**config.mk**
```make
export PLATFORM = sky130hd
export DESIGN_NAME = pidt_ctrl
export DESIGN_NICKNAME = d
export VERILOG_FILES = /design/src/rtl/pidt_pkg.sv /design/src/rtl/pidt_ctrl.sv
export SDC_FILE = /design/constraint.sdc
export NUM_CORES = 1
export LEC_CHECK = 0
export BUFFER_PORTS_ARGS = -buffer_cell sky130_fd_sc_hd__buf_2
export CAP_MARGIN = 20
export CORE_AREA = 4 4 41 43
export CTS_CLUSTER_SIZE = 40
export DETAILED_ROUTE_END_ITERATION = 8
export DIE_AREA = 0 0 45 47
export GPL_ROUTABILITY_DRIVEN = 0
export HOLD_SLACK_MARGIN = 0.1
export PLACE_DENSITY_LB_ADDON = 0.15
export REMOVE_ABC_BUFFERS = 1
export SLEW_MARGIN = 20
export SYNTH_ARGS = -nofsm -noshare
export SYNTH_HDL_FRONTEND = slang
export SYNTH_SLANG_ARGS = --single-unit
```
**constraint.sdc**
```tcl
create_clock -name clk -period 1.8 [get_ports clk]
set_clock_uncertainty 0.15 [all_clocks]
set_input_delay 0.18 -clock clk [delete_from_list [all_inputs] [get_ports clk]]
set_output_delay 0.18 -clock clk [all_outputs]
set_load 0.005 [all_outputs]
```
**src/rtl/pidt_pkg.sv**
```systemverilog
`timescale 1ns / 1ps
// ----------------------------------------------------------------------------
// pidt_pkg
// Shared types and constants of the process id table.
// ----------------------------------------------------------------------------
package pidt_pkg;

  localparam int TABLE_DEPTH = 256;
  localparam int IDX_W       = $clog2(TABLE_DEPTH);
  localparam int CNT_W       = IDX_W + 1;
  localparam int ID_W        = 16;
  localparam int VAL_W       = 32;
  localparam int CODE_W      = 8;

  localparam logic [ID_W-1:0]   FIRST_PID_RST = 16'h3500;
  localparam logic [CODE_W-1:0] NO_CHILD_RST  = 8'd10;

  typedef enum logic [2:0] {
    REQ_ALLOC = 3'd0,
    REQ_KILL  = 3'd1,
    REQ_LINK  = 3'd2,
    REQ_WAIT  = 3'd3,
    REQ_QUERY = 3'd4
  } req_t;

  localparam logic CFG_FIRST_PID = 1'b0;
  localparam logic CFG_NO_CHILD  = 1'b1;

  typedef struct packed {
    logic             alive;
    logic             linked;
    logic             reaped;
    logic [ID_W-1:0]  parent;
    logic [CNT_W-1:0] order;
    logic [VAL_W-1:0] exit_val;
  } rec_t;

  typedef enum logic [2:0] {
    ST_IDLE,
    ST_LOOKUP,
    ST_SCAN,
    ST_SCAN_LAST,
    ST_FINISH,
    ST_DONE
  } state_t;

  typedef struct packed {
    logic latch;
    logic rd_tgt;
    logic rd_scan;
    logic finish;
  } cmd_t;

  typedef struct packed {
    logic is_scan;
    logic scan_last;
  } sts_t;

endpackage

```
**src/rtl/pidt_ctrl.sv**
```systemverilog
`timescale 1ns / 1ps
// ----------------------------------------------------------------------------
// pidt_ctrl
// Sequencer: accept, entry lookup, table scan, finish, result hold.
// ----------------------------------------------------------------------------
module pidt_ctrl
  import pidt_pkg::*;
(
  input  logic clk,
  input  logic rst_n,
  input  logic in_valid,
  output logic in_ready,
  output logic out_valid,
  input  logic out_ready,
  input  sts_t sts,
  output cmd_t cmd
);

  state_t state_r, state_nxt;

  always_ff @(posedge clk) begin
    if (!rst_n) begin
      state_r <= ST_IDLE;
    end else begin
      state_r <= state_nxt;
    end
  end

  always_comb begin
    state_nxt = state_r;
    case (state_r)
      ST_IDLE: begin
        if (in_valid) state_nxt = ST_LOOKUP;
      end
      ST_LOOKUP: begin
        state_nxt = sts.is_scan ? ST_SCAN : ST_FINISH;
      end
      ST_SCAN: begin
        if (sts.scan_last) state_nxt = ST_SCAN_LAST;
      end
      ST_SCAN_LAST: state_nxt = ST_FINISH;
      ST_FINISH:    state_nxt = ST_DONE;
      ST_DONE: begin
        if (out_ready) state_nxt = ST_IDLE;
      end
      default: state_nxt = ST_IDLE;
    endcase
  end

  always_comb begin
    cmd       = '0;
    in_ready  = 1'b0;
    out_valid = 1'b0;
    case (state_r)
      ST_IDLE: begin
        in_ready  = 1'b1;
        cmd.latch = in_valid;
      end
      ST_LOOKUP: cmd.rd_tgt  = 1'b1;
      ST_SCAN:   cmd.rd_scan = 1'b1;
      ST_FINISH: cmd.finish  = 1'b1;
      ST_DONE:   out_valid   = 1'b1;
      default: begin
      end
    endcase
  end

endmodule

```
==> implementation parameters <==
Parameter                              Value

CTS
  Clock root cell ... clkbuf_4
  Number of buffers added by the clock tree synthesis step ... 3
  Latest clock arrival within the worst-skew pair ... 0.23 ns
  Maximum number of buffers from clock root to sink ... 2
  Clock Sinks ... 3
  H-tree levels ... 1
  CTS resizes ... 0
  Clock input transition at the sequential cells of the worst setup and hold paths ... around 0.040 ns
  TritonCTS clock tree ... yes

Die
  Initial core utilization ... 0.145
  I/O pins ... 12
  Vertical die dimension ... 47 um
  Core area ... approximately 1300 um2
  Die Outline Area ... about 2100 um2
  Count of standard-cell rows ... 13
  Die X-Extent ... approximately 45 um

Setup path
  Required arrival time at the worst endpoint ... between 1 and 1.5 ns
  R2R Path Start ... state_r[1]
  Minimum setup slack among reg-to-reg paths ... approximately 0.54 ns
  Worst setup path class ... reg -> out
  Launch point of the critical path ... state_r[0]
  Critical path peak fanout ... 6
  Launching element type of the critical path ... flip-flop
  Arrival time at the worst endpoint ... 1.19 ns
  Element type at the critical path end ... output pin

Cells and area
  End-of-flow core utilization ... 0.222
  Nets@finish ... 45
  Area growth from synthesis to layout ... 53.0%
  Largest registers ranked by flip-flop count ... state_r (3)
  Leading cell type in the layout, fill and taps excluded ... buf_2
  Fin cells ... 53
  Antenna Diode Count ... 0
  Largest Register ... state_r
  Number of flip-flops under the largest register name ... 3
  Fraction of final layout cells with drive strength greater than 1 ... 0.395
  Number of fill cells in the layout ... roughly 160
  Top library cells by usage in the layout, fill and taps aside ... buf_2 (11), nor3b_1 (4), clkbuf_4 (3), dfxtp_1 (3)
  Post-Layout Inst Area ... 289 um2

Timing
  Worst slew pin tran ... approximately 0.3 ns
  Final hold slack ... roughly 0.12 ns
  Max-Slew Margin vs Limit ... 0.803
  Min Clock Period, post-route ... between 1.5 and 2 ns
  Peak Freq ... 658 MHz
  Share of the clock period used by the worst path after layout ... 0.844
  Final Slew Violations ... 0
  Setup repair after global routing missed its margin ... false
  Final setup vio count ... 0
  Fin. Hold Viols ... 0
  Setup tns final ... 0 ns

GRT
  Global route overflow ... 0
  Maximum number of pins on one net before global-route repair ... 11
  Via count of the first global-routing pass ... 198
  Global-route wire length before repair ... approximately 830 um
  Antenna violations before repair ... 0
  GRT Overall Usage ... 0.0561

Yosys
  Synthesized flop and latch total ... 3
  Sequential fraction of the synthesis area ... 0.318
  Number of distinct library cells after synthesis ... 16
  Warning count from the yosys run ... 0
  Syn avg cell area ... 7.87 um2
  Combined area of all synthesized cells ... ~190 um2
  Post-Syn Instances ... 24

Power
  Pleak ... ~0.13 nW
  Power per Cell Area ... a little under 900 nW/um2
  Peak VDD IR ... about 0.35 mV

Detailed routing
  Wire per inst ... a little under 10 um
  Number of violations reported at the end of detailed-routing iteration 0 ... 2
  Drt via density ... 3.94
  DRC ... 0
  Number of routed nets with antenna violations ... 0
  Initial DRT Pass Iterations ... 2
  Routed WL ... around 520 um
  Routed vias ... 209

Place
  Input/output buffers ... 11
  Placed Cells incl. Taps ... 48
  Area after DPL ... around 250 um2

Flow run
  Max-cap violations ... 0

Hold path
  Min-Delay Path Class ... in -> reg
  Worst Hold Launch ... out_ready

Outcome
  Status ... finished clean
==> cell usage after synthesis <==
cell      count  area [um2]
nor3b_1       4        30.0
dfxtp_1       3        60.1
nand2_1       2        7.51
nor2b_1       2        12.5
nor3_1        2        10.0
a21boi_1      1        7.51
a21oi_1       1        5.00
a32o_1        1        10.0
and2_1        1        6.26
buf_2         1        5.00
clkbuf_2      1        5.00
inv_2         1        3.75
mux2i_1       1        10.0
nor2_1        1        3.75
o22ai_1       1        6.26
or3_1         1        6.26
==> worst max-delay path, stage by stage (launching register included) <==
cell,delay [ns]
dfxtp_1,0.43
inv_2,0.08
nor3b_1,0.28
buf_2,0.17
==> metal layers <==
layer,vias to the layer above,global-route usage,wire [um]
met1,92,0.0636,230
met3,0,0.0345,36
met4,0,0.0351,0
met2,4,0.0791,251
li1,113,-,-
met5,-,0,0
==> worst paths after layout <==
kind / to / cells after the start
worst max-delay path: out_valid / 3
worst min-delay path: state_r[2] / 4
worst max register to register: state_r[2] / 3
worst min register to register: state_r[2] / 2
==> through the flow <==
step	setup WS, ns	total power, mW
floorplan	0.642	0.111
global placement	0.557	0.136
detailed placement	0.538	0.135
CTS	0.280	0.258
global route	0.187	0.274
finish	0.281	0.251
==> final cells by class <==
class                      instances  area (um2)  share of cell area
tap                               15        18.8              0.0649
multi-input combinational         18         115               0.398
timing repair buffer              12        65.1               0.225
inverter                           1        3.75              0.0130
sequential                         3        60.1               0.208
clock buffer                       4        26.3              0.0909
==> power breakdown <==
part | switching (mW) | total [mW] | internal [mW] | leakage (nW)
clock | 0.0324 | 0.115 | 0.0829 | 0.0150
sequential | 0.0117 | 0.0844 | 0.0726 | 0.0246
combinational | 0.0210 | 0.0508 | 0.0298 | 0.0860
==> timing repair <==
action / in CTS / in global routing
setup buffers: 0 / 0
hold buffers: 1 / 0
hold endpoints to repair: 3 / 0
==> cells by family (layout without fill, tap and decap cells) <==
family	after synthesis	count (layout)	synth area share
AND/OR/NAND/NOR	13	13	0.404
AO/OA/AOI/OAI	4	4	0.152
flip-flops	3	3	0.318
buffers and inverters	3	17	0.0728
multiplexers	1	1	0.0530
Note: power is estimated with default switching activity, not from simulation.
